<file path="src/hw/rtl/status_led_blink_controller_unit_defines.svh">
// Assertion macros shared by the status LED blink controller RTL.
`ifndef STATUS_LED_BLINK_CONTROLLER_UNIT_DEFINES_SVH
`define STATUS_LED_BLINK_CONTROLLER_UNIT_DEFINES_SVH

// Same-cycle implication, disabled while reset is asserted.
`define SLBC_ASSERT_IMP(label, ante, cons) \
    label: assert property (@(posedge clk) disable iff (!rst_n) (ante) |-> (cons)) \
        else $error("slbc assertion failed");

// Next-cycle implication, disabled while reset is asserted.
`define SLBC_ASSERT_NEXT(label, ante, cons) \
    label: assert property (@(posedge clk) disable iff (!rst_n) (ante) |=> (cons)) \
        else $error("slbc assertion failed");

`endif

</file>
<file path="src/hw/rtl/slbc_pkg.sv">
// Shared types and constants for the status LED blink controller.
package slbc_pkg;

    // Default number of status LEDs.
    localparam int LED_COUNT_DEF = 3;

    // Number of channels in the composite pixel.
    localparam int PIXEL_CHANNELS = 3;

    // Command opcodes.
    localparam logic [1:0] OP_ON    = 2'd0;
    localparam logic [1:0] OP_OFF   = 2'd1;
    localparam logic [1:0] OP_BLINK = 2'd2;
    localparam logic [1:0] OP_TICK  = 2'd3;

    // Configuration register indexes.
    localparam logic [1:0] CFG_ON_BRIGHTNESS = 2'd0;
    localparam logic [1:0] CFG_HALF_PERIOD   = 2'd1;
    localparam logic [1:0] CFG_ONESHOT_DUR   = 2'd2;

    // Configuration reset values.
    localparam logic [7:0]  ON_BRIGHTNESS_RST = 8'd10;
    localparam logic [15:0] HALF_PERIOD_RST   = 16'd250;
    localparam logic [15:0] ONESHOT_DUR_RST   = 16'd50;

    // Stream and configuration widths.
    localparam int IN_TDATA_W  = 40;
    localparam int IN_TUSER_W  = 2;
    localparam int OUT_TDATA_W = 24;
    localparam int CFG_DATA_W  = 16;
    localparam int CFG_INDEX_W = 2;

    // Configuration register set.
    typedef struct packed {
        logic [7:0]  on_brightness;
        logic [15:0] blink_half_period_ms;
        logic [15:0] oneshot_duration_ms;
    } cfg_t;

    // Composite pixel, first channel in the low byte.
    typedef struct packed {
        logic [7:0] third_level;
        logic [7:0] second_level;
        logic [7:0] first_level;
    } pixel_t;

endpackage

</file>
<file path="src/hw/rtl/slbc_cfg.sv">
// Configuration register file for the status LED blink controller.
module slbc_cfg
(
    input  logic                             clk,
    input  logic                             rst_n,
    input  logic                             wr_en,
    input  logic [slbc_pkg::CFG_INDEX_W-1:0] wr_index,
    input  logic [slbc_pkg::CFG_DATA_W-1:0]  wr_data,
    output slbc_pkg::cfg_t                   cfg
);

    slbc_pkg::cfg_t cfg_reg;
    slbc_pkg::cfg_t cfg_next;

    // Decode the register index; unknown indexes are dropped.
    always_comb
    begin
        cfg_next = cfg_reg;
        if (wr_en)
        begin
            unique case (wr_index)
                slbc_pkg::CFG_ON_BRIGHTNESS: cfg_next.on_brightness = wr_data[7:0];
                slbc_pkg::CFG_HALF_PERIOD:   cfg_next.blink_half_period_ms = wr_data;
                slbc_pkg::CFG_ONESHOT_DUR:   cfg_next.oneshot_duration_ms = wr_data;
                default: ;
            endcase
        end
    end

    always_ff @(posedge clk or negedge rst_n)
    begin
        if (!rst_n)
        begin
            cfg_reg.on_brightness        <= slbc_pkg::ON_BRIGHTNESS_RST;
            cfg_reg.blink_half_period_ms <= slbc_pkg::HALF_PERIOD_RST;
            cfg_reg.oneshot_duration_ms  <= slbc_pkg::ONESHOT_DUR_RST;
        end
        else
        begin
            cfg_reg <= cfg_next;
        end
    end

    assign cfg = cfg_reg;

endmodule

</file>
<file path="src/hw/rtl/slbc_core.sv">
// LED state and single-pass command update for the status LED blink controller.
`include "status_led_blink_controller_unit_defines.svh"

module slbc_core
#(
    parameter int LED_COUNT = slbc_pkg::LED_COUNT_DEF
)
(
    input  logic             clk,
    input  logic             rst_n,
    input  logic             fire,
    input  logic [1:0]       opcode,
    input  logic [1:0]       led_index,
    input  logic             oneshot,
    input  logic [31:0]      now_ms,
    input  slbc_pkg::cfg_t   cfg,
    output logic             res_valid,
    output slbc_pkg::pixel_t res_pixel
);

    localparam int CH = slbc_pkg::PIXEL_CHANNELS;

    logic [LED_COUNT-1:0] lit_reg;
    logic [LED_COUNT-1:0] lit_next;
    logic [LED_COUNT-1:0] blinking_reg;
    logic [LED_COUNT-1:0] blinking_next;
    logic [31:0]          expiry_reg [LED_COUNT];
    logic [31:0]          expiry_next [LED_COUNT];
    logic [31:0]          last_toggle_reg;
    logic [31:0]          last_toggle_next;
    logic                 phase_reg;
    logic                 phase_next;

    logic [LED_COUNT-1:0] sel;
    logic [LED_COUNT-1:0] hit;
    logic [CH+LED_COUNT-1:0] lit_wide;

    // LED select decode for on, off and blink commands.
    always_comb
    begin
        for (int i = 0; i < LED_COUNT; i++)
        begin
            sel[i] = fire && (opcode != slbc_pkg::OP_TICK)
                     && ({30'd0, led_index} == 32'(i));
        end
    end

    // Next-state logic for one command beat.
    always_comb
    begin
        logic [31:0] arm_time;
        logic [31:0] toggle_at;
        logic        toggle;
        logic        changed;

        lit_next         = lit_reg;
        blinking_next    = blinking_reg;
        expiry_next      = expiry_reg;
        last_toggle_next = last_toggle_reg;
        phase_next       = phase_reg;
        res_valid        = 1'b0;
        changed          = 1'b0;
        hit              = '0;

        arm_time  = now_ms + {16'd0, cfg.oneshot_duration_ms};
        toggle_at = last_toggle_reg + {16'd0, cfg.blink_half_period_ms};
        toggle    = now_ms > toggle_at;

        if (fire && opcode == slbc_pkg::OP_TICK)
        begin
            // Expired one-shot flashes go dark first.
            for (int i = 0; i < LED_COUNT; i++)
            begin
                hit[i] = blinking_reg[i] && (expiry_reg[i] != 32'd0)
                         && (expiry_reg[i] < now_ms);
                if (hit[i])
                begin
                    lit_next[i]      = 1'b0;
                    blinking_next[i] = 1'b0;
                    expiry_next[i]   = 32'd0;
                end
            end
            // Then the shared phase advances and continuous blinkers follow it.
            if (toggle)
            begin
                phase_next       = !phase_reg;
                last_toggle_next = now_ms;
                for (int i = 0; i < LED_COUNT; i++)
                begin
                    if (blinking_next[i] && expiry_next[i] == 32'd0)
                    begin
                        lit_next[i] = !phase_reg;
                        changed     = 1'b1;
                    end
                end
            end
            res_valid = changed || (|hit);
        end
        else
        begin
            for (int i = 0; i < LED_COUNT; i++)
            begin
                if (sel[i])
                begin
                    unique case (opcode) inside
                        slbc_pkg::OP_ON, slbc_pkg::OP_OFF:
                        begin
                            blinking_next[i] = 1'b0;
                            lit_next[i]      = (opcode == slbc_pkg::OP_ON);
                            res_valid        = 1'b1;
                        end
                        slbc_pkg::OP_BLINK:
                        begin
                            blinking_next[i] = 1'b1;
                            if (oneshot)
                            begin
                                expiry_next[i] = arm_time;
                                lit_next[i]    = 1'b1;
                                res_valid      = 1'b1;
                            end
                        end
                        default: ;
                    endcase
                end
            end
        end
    end

    // Pixel from the updated lit flags; channels with no LED stay dark.
    assign lit_wide = {{CH{1'b0}}, lit_next};

    always_comb
    begin
        res_pixel.first_level  = lit_wide[0] ? cfg.on_brightness : 8'd0;
        res_pixel.second_level = lit_wide[1] ? cfg.on_brightness : 8'd0;
        res_pixel.third_level  = lit_wide[2] ? cfg.on_brightness : 8'd0;
    end

    // LED and blink state.
    always_ff @(posedge clk or negedge rst_n)
    begin
        if (!rst_n)
        begin
            lit_reg         <= '0;
            blinking_reg    <= '0;
            last_toggle_reg <= 32'd0;
            phase_reg       <= 1'b0;
            for (int i = 0; i < LED_COUNT; i++)
            begin
                expiry_reg[i] <= 32'd0;
            end
        end
        else
        begin
            lit_reg         <= lit_next;
            blinking_reg    <= blinking_next;
            expiry_reg      <= expiry_next;
            last_toggle_reg <= last_toggle_next;
            phase_reg       <= phase_next;
        end
    end

    // A result only ever comes from a command beat.
    `SLBC_ASSERT_IMP(a_res_needs_fire, !fire, !res_valid)
    // An on command for a present LED leaves at least one LED lit.
    `SLBC_ASSERT_NEXT(a_on_lights, fire && opcode == slbc_pkg::OP_ON && (|sel), |lit_reg)
    // A one-shot arm leaves an LED blinking and lit.
    `SLBC_ASSERT_NEXT(a_oneshot_arms,
        fire && opcode == slbc_pkg::OP_BLINK && oneshot && (|sel),
        (|blinking_reg) && (|lit_reg))

endmodule

</file>
<file path="src/hw/rtl/status_led_blink_controller_unit.sv">
// A command beat is registered in the input register on acceptance and is processed once the
// output register can take a result; its pixel beat is registered there and presented from it.
// Throughput: one command beat per cycle; a held pixel stalls the input through s_axis_tready.
// Only on, off, one-shot blink and blinker-changing tick commands produce an output beat.
// Reset (rst_n low, asynchronous): all LEDs dark and not blinking, no one-shots armed,
// phase and last toggle time zero, registers at brightness 10, half period 250, duration 50.
`include "status_led_blink_controller_unit_defines.svh"

module status_led_blink_controller_unit
#(
    parameter int LED_COUNT = slbc_pkg::LED_COUNT_DEF
)
(
    input  logic                              clk,
    input  logic                              rst_n,
    // Command stream.
    input  logic                              s_axis_tvalid,
    output logic                              s_axis_tready,
    // tdata: led_index[1:0], oneshot[2], now_ms[34:3], zero pad [39:35].
    input  logic [slbc_pkg::IN_TDATA_W-1:0]   s_axis_tdata,
    // tuser: opcode[1:0].
    input  logic [slbc_pkg::IN_TUSER_W-1:0]   s_axis_tuser,
    // Pixel stream.
    output logic                              m_axis_tvalid,
    input  logic                              m_axis_tready,
    // tdata: first_level[7:0], second_level[15:8], third_level[23:16].
    output logic [slbc_pkg::OUT_TDATA_W-1:0]  m_axis_tdata,
    // Configuration writes.
    input  logic                              cfg_valid,
    output logic                              cfg_ready,
    input  logic [slbc_pkg::CFG_INDEX_W-1:0]  cfg_index,
    input  logic [slbc_pkg::CFG_DATA_W-1:0]   cfg_data
);

    logic                               in_valid_reg;
    logic                               in_valid_next;
    logic [slbc_pkg::IN_TDATA_W-1:0]    in_data_reg;
    logic [slbc_pkg::IN_TUSER_W-1:0]    in_user_reg;
    logic                               out_valid_reg;
    logic                               out_valid_next;
    slbc_pkg::pixel_t                   out_pixel_reg;

    logic             out_free;
    logic             fire;
    logic             s_beat;
    logic             res_valid;
    slbc_pkg::pixel_t res_pixel;
    slbc_pkg::cfg_t   cfg;

    // Configuration is always accepted.
    assign cfg_ready = 1'b1;

    slbc_cfg u_cfg
    (
        .clk      (clk),
        .rst_n    (rst_n),
        .wr_en    (cfg_valid && cfg_ready),
        .wr_index (cfg_index),
        .wr_data  (cfg_data),
        .cfg      (cfg)
    );

    // Handshake: the held command is processed when the output register can take a result.
    assign out_free      = !out_valid_reg || m_axis_tready;
    assign fire          = in_valid_reg && out_free;
    assign s_axis_tready = !in_valid_reg || out_free;
    assign s_beat        = s_axis_tvalid && s_axis_tready;

    always_comb
    begin
        in_valid_next = in_valid_reg;
        if (s_beat)
        begin
            in_valid_next = 1'b1;
        end
        else if (fire)
        begin
            in_valid_next = 1'b0;
        end
        out_valid_next = out_valid_reg;
        if (out_free)
        begin
            out_valid_next = fire && res_valid;
        end
    end

    slbc_core #(.LED_COUNT(LED_COUNT)) u_core
    (
        .clk       (clk),
        .rst_n     (rst_n),
        .fire      (fire),
        .opcode    (in_user_reg[1:0]),
        .led_index (in_data_reg[1:0]),
        .oneshot   (in_data_reg[2]),
        .now_ms    (in_data_reg[34:3]),
        .cfg       (cfg),
        .res_valid (res_valid),
        .res_pixel (res_pixel)
    );

    // Handshake state.
    always_ff @(posedge clk or negedge rst_n)
    begin
        if (!rst_n)
        begin
            in_valid_reg  <= 1'b0;
            out_valid_reg <= 1'b0;
        end
        else
        begin
            in_valid_reg  <= in_valid_next;
            out_valid_reg <= out_valid_next;
        end
    end

    // Payload registers.
    always_ff @(posedge clk)
    begin
        if (s_beat)
        begin
            in_data_reg <= s_axis_tdata;
            in_user_reg <= s_axis_tuser;
        end
        if (out_free)
        begin
            out_pixel_reg <= res_pixel;
        end
    end

    assign m_axis_tvalid = out_valid_reg;
    assign m_axis_tdata  = out_pixel_reg;

    // A held command waits while the output register is blocked.
    `SLBC_ASSERT_NEXT(a_cmd_held, in_valid_reg && !out_free, in_valid_reg)
    // A result beat only follows a processed command.
    `SLBC_ASSERT_NEXT(a_out_from_fire, !out_valid_reg && !fire, !out_valid_reg)
    // A pixel beat stays offered until the receiver takes it.
    `SLBC_ASSERT_NEXT(a_out_held, out_valid_reg && !m_axis_tready, out_valid_reg)

endmodule
</file>
<file path="config.mk">
export PLATFORM = sky130hd
export DESIGN_NAME = status_led_blink_controller_unit
export DESIGN_NICKNAME = d
export VERILOG_FILES = /design/src/hw/rtl/slbc_pkg.sv /design/src/hw/rtl/slbc_cfg.sv /design/src/hw/rtl/slbc_core.sv /design/src/hw/rtl/status_led_blink_controller_unit.sv
export VERILOG_INCLUDE_DIRS = /design/src /design/src/hw/rtl
export SDC_FILE = /design/constraint.sdc
export NUM_CORES = 1
export LEC_CHECK = 0
export BUFFER_PORTS_ARGS = -buffer_cell sky130_fd_sc_hd__clkbuf_2
export CAP_MARGIN = 20
export CORE_ASPECT_RATIO = 0.75
export CORE_UTILIZATION = 60
export CTS_CLUSTER_SIZE = 40
export DETAILED_ROUTE_END_ITERATION = 6
export GPL_ROUTABILITY_DRIVEN = 0
export PLACE_DENSITY = 0.8
export SETUP_SLACK_MARGIN = 0.3
export SLEW_MARGIN = 20
export SYNTH_ARGS = -nofsm -noshare
export SYNTH_HDL_FRONTEND = slang
export SYNTH_SLANG_ARGS = --single-unit
</file>
<file path="constraint.sdc">
create_clock -name clk -period 6.1 [get_ports clk]
set_input_delay 1.22 -clock clk [delete_from_list [all_inputs] [get_ports clk]]
set_output_delay 1.22 -clock clk [all_outputs]
set_load 0.005 [all_outputs]
</file>
==> run_results.csv <==
group,metric,value,unit
die,ioPinCount,92,
clock_network,cts_tree,"done",
final_layout,final_common_cell,"dfrtp_1",
die,dieArea,23600,sq um
critical_path,startpoint_type,"flop",
final_layout,largest_reg_flops,96,
synthesis,async_flop_share,0.744,
die,rows,47,
critical_path,end_kind,"flop",
timing,max_slew_margin,0.365,
route,drtIter0Drc,925,
final_layout,drive_gt1_frac,0.169,
timing,worstMarginPinSlew,950,ps
place,dp_slack,659,ps
global_route,antenna_found_initial,0,
synthesis,yosysSeqAreaShare,0.456,
die,die_w,177,microns
die,core-area,22300,sq um
critical_path,cp.arrival,5710,ps
synthesis,yosys_warnings,0,
timing,finalCritPeriodShare,0.871,
synthesis,syn_area,13800,sq um
min_path,min_path_type,"flop to flop",
flow_run,maxCapViolations,0,
clock_network,insertion_delay,540,ps
pwr,p_total,0.00687,W
run_status,status,"finished clean",
critical_path,required,6500,ps
timing,rsz0062_at_grt,"false",
pwr,power_density,446,nW/um^2
clock_network,clk_path_buf_depth,3,
die,die-height,133,microns
timing,fin_ws,787,ps
critical_path,worstPathMaxFanout,35,
global_route,grt_pass1_vias,10400,
synthesis,synth_seq_cells,238,
final_layout,nets,1589,
global_route,grt.total_usage,0.300,
die,initial_utilization,0.618,
global_route,grt_max_degree,84,
route,via_count,10700,
synthesis,synth_top_area_share,0.302,
timing,hold_viol,0,
pwr,leakagePower,6.92,nW
synthesis,ys_top_cells_by_area,"dfrtp_1, ha_1, edfxtp_1",
timing,finalCriticalPeriod,5310,ps
clock_network,clk_pin_slew,60,ps
global_route,grt_overflow,0,
synthesis,synth.avg_cell_area,10.9,sq um
route,drt-total-wl,34500,microns
synthesis,synth_cells,1269,
global_route,grt_pass1_wl,55200,microns
timing,setup_viol,0,
place,dp_hpwl,25800,microns
final_layout,syn2layout_area_growth,11.9,%
final_layout,final_cell_mix,"dfrtp_1, ha_1, nand2_1",
synthesis,syn-num-nets,1493,
timing,slew_violations,0,
route,vias_per_cell,6.36,
route,dr.pass1.iters,5,
pwr,ir_worst_vdd,0.290,mV
clock_network,numCtsBuffers,25,
synthesis,synth_flop_cell,"dfrtp_1",
route,drc_errors,0,
critical_path,path_class,"flop to flop",
timing,finClkSkew,26.2,ps
clock_network,numClockSinks,238,
clock_network,cts_root_buffer,"clkbuf_16",
clock_network,htreeDepth,1,
route,ant_nets,0,
synthesis,synth_edf_count,61,
timing,fmax,188,MHz
place,io_buffers,85,
final_layout,antenna_cells,0,
synthesis,ys_types,75,
route,wire_per_inst,20.5,microns
timing,tns,0,ps
synthesis,yosysTopAreaCell,"dfrtp_1",
## metrics by stage
step	hold WS, ps	std cells	utilization	cell area [sq um]
6_report	513	1677	0.692	15400
4_1_cts	516	1677	0.691	15400
5_1_grt	533	1677	0.692	15400
3_3_place_gp	493	1632	0.653	14500
3_5_place_dp	502	1632	0.653	14600
2_1_floorplan	476	1269	-	13800
## report_power, final
part           leakage, nW  internal, W  total [W]  switching (W)
Sequential            2.79      0.00216    0.00260       0.000442
Clock                0.421     0.000952    0.00158       0.000630
Combinational         3.71      0.00122    0.00269        0.00147
Total                 6.92      0.00433    0.00687        0.00254
## cells by family after synthesis
logic type      count (synthesis)  synth area share
buf+inv                        86            0.0250
compound gates                321             0.162
xor+xnor                       55            0.0372
mux                            63            0.0514
other cells                     1          0.000272
flops                         238             0.456
fa+ha+maj                     159             0.146
simple gates                  346             0.124
## worst max-delay path, stage by stage, from the launching register on
cell and delay [ps]:
dfstp_2 530, ha_1 180, or3_1 190, nor2_1 60, nor3_1 450, a21oi_1 200, o21ai_2 210, a31oi_2 220
or3b_2 530, xor2_1 160, ha_1 320, nand4_1 190, o211ai_1 130, a21oi_1 90, o31ai_1 320, nand3_2 340
nor2_4 200, buf_4 460, mux2_2 410
## Yosys cell counts, types with 15 or more instances
cell       count
nand4_1       22
nand3_1       26
edfxtp_1      61
nor2_1        71
a22o_1        33
nor3_1        22
ha_1         157
nand2_1      107
o2bb2ai_1     38
nor4_1        29
xor2_1        15
mux2_2        62
xnor2_1       36
a21oi_1       73
clkbuf_1      16
dfrtp_1      166
a21o_1        15
o21ai_0       71
inv_1         61
## worst paths after layout
| path | from | slack (ps) | depth (start not counted) | end |
|---|---|---|---|---|
| max | u_cfg.cfg[21] | 790 | 18 | u_core.last_toggle_reg[7] |
| min | u_cfg.cfg[24] | 510 | 1 | u_cfg.cfg[24] |
| max reg2reg | u_cfg.cfg[21] | 790 | 18 | u_core.last_toggle_reg[7] |
| min reg2reg | u_cfg.cfg[24] | 510 | 1 | u_cfg.cfg[24] |
| max in group asynchronous | rst_n | 4120 | 2 | u_cfg.cfg[3] |
| min in group asynchronous | rst_n | 740 | 1 | u_core.expiry_reg[58] |
## repair_timing
action / CTS / global route
buffers inserted: 0 / 0
resized for setup: 0 / 2
hold buffers: 0 / 0
endpoints found under the setup margin: 0 / 55
## cell type report
type / count / area, sq um
tap: 294 / 368
clock inverter: 6 / 83.8
timing repair buffer: 94 / 499
sequential: 238 / 6270
fill: 1644 / 6870
inverter: 61 / 229
clock buffer: 39 / 771
multi-input combinational: 945 / 7190
## routing by layer
| metal | vias up | part of all wire | global-route usage |
|---|---|---|---|
| li1 | 4957 | - | - |
| met1 | 5216 | 0.46 | 0.450 |
| met2 | 439 | 0.43 | 0.450 |
| met3 | 59 | 0.085 | 0.0559 |
| met4 | 0 | 0.020 | 0.0694 |
| met5 | - | 0 | 0 |
No activity file was read; power rests on OpenSTA's default activity.
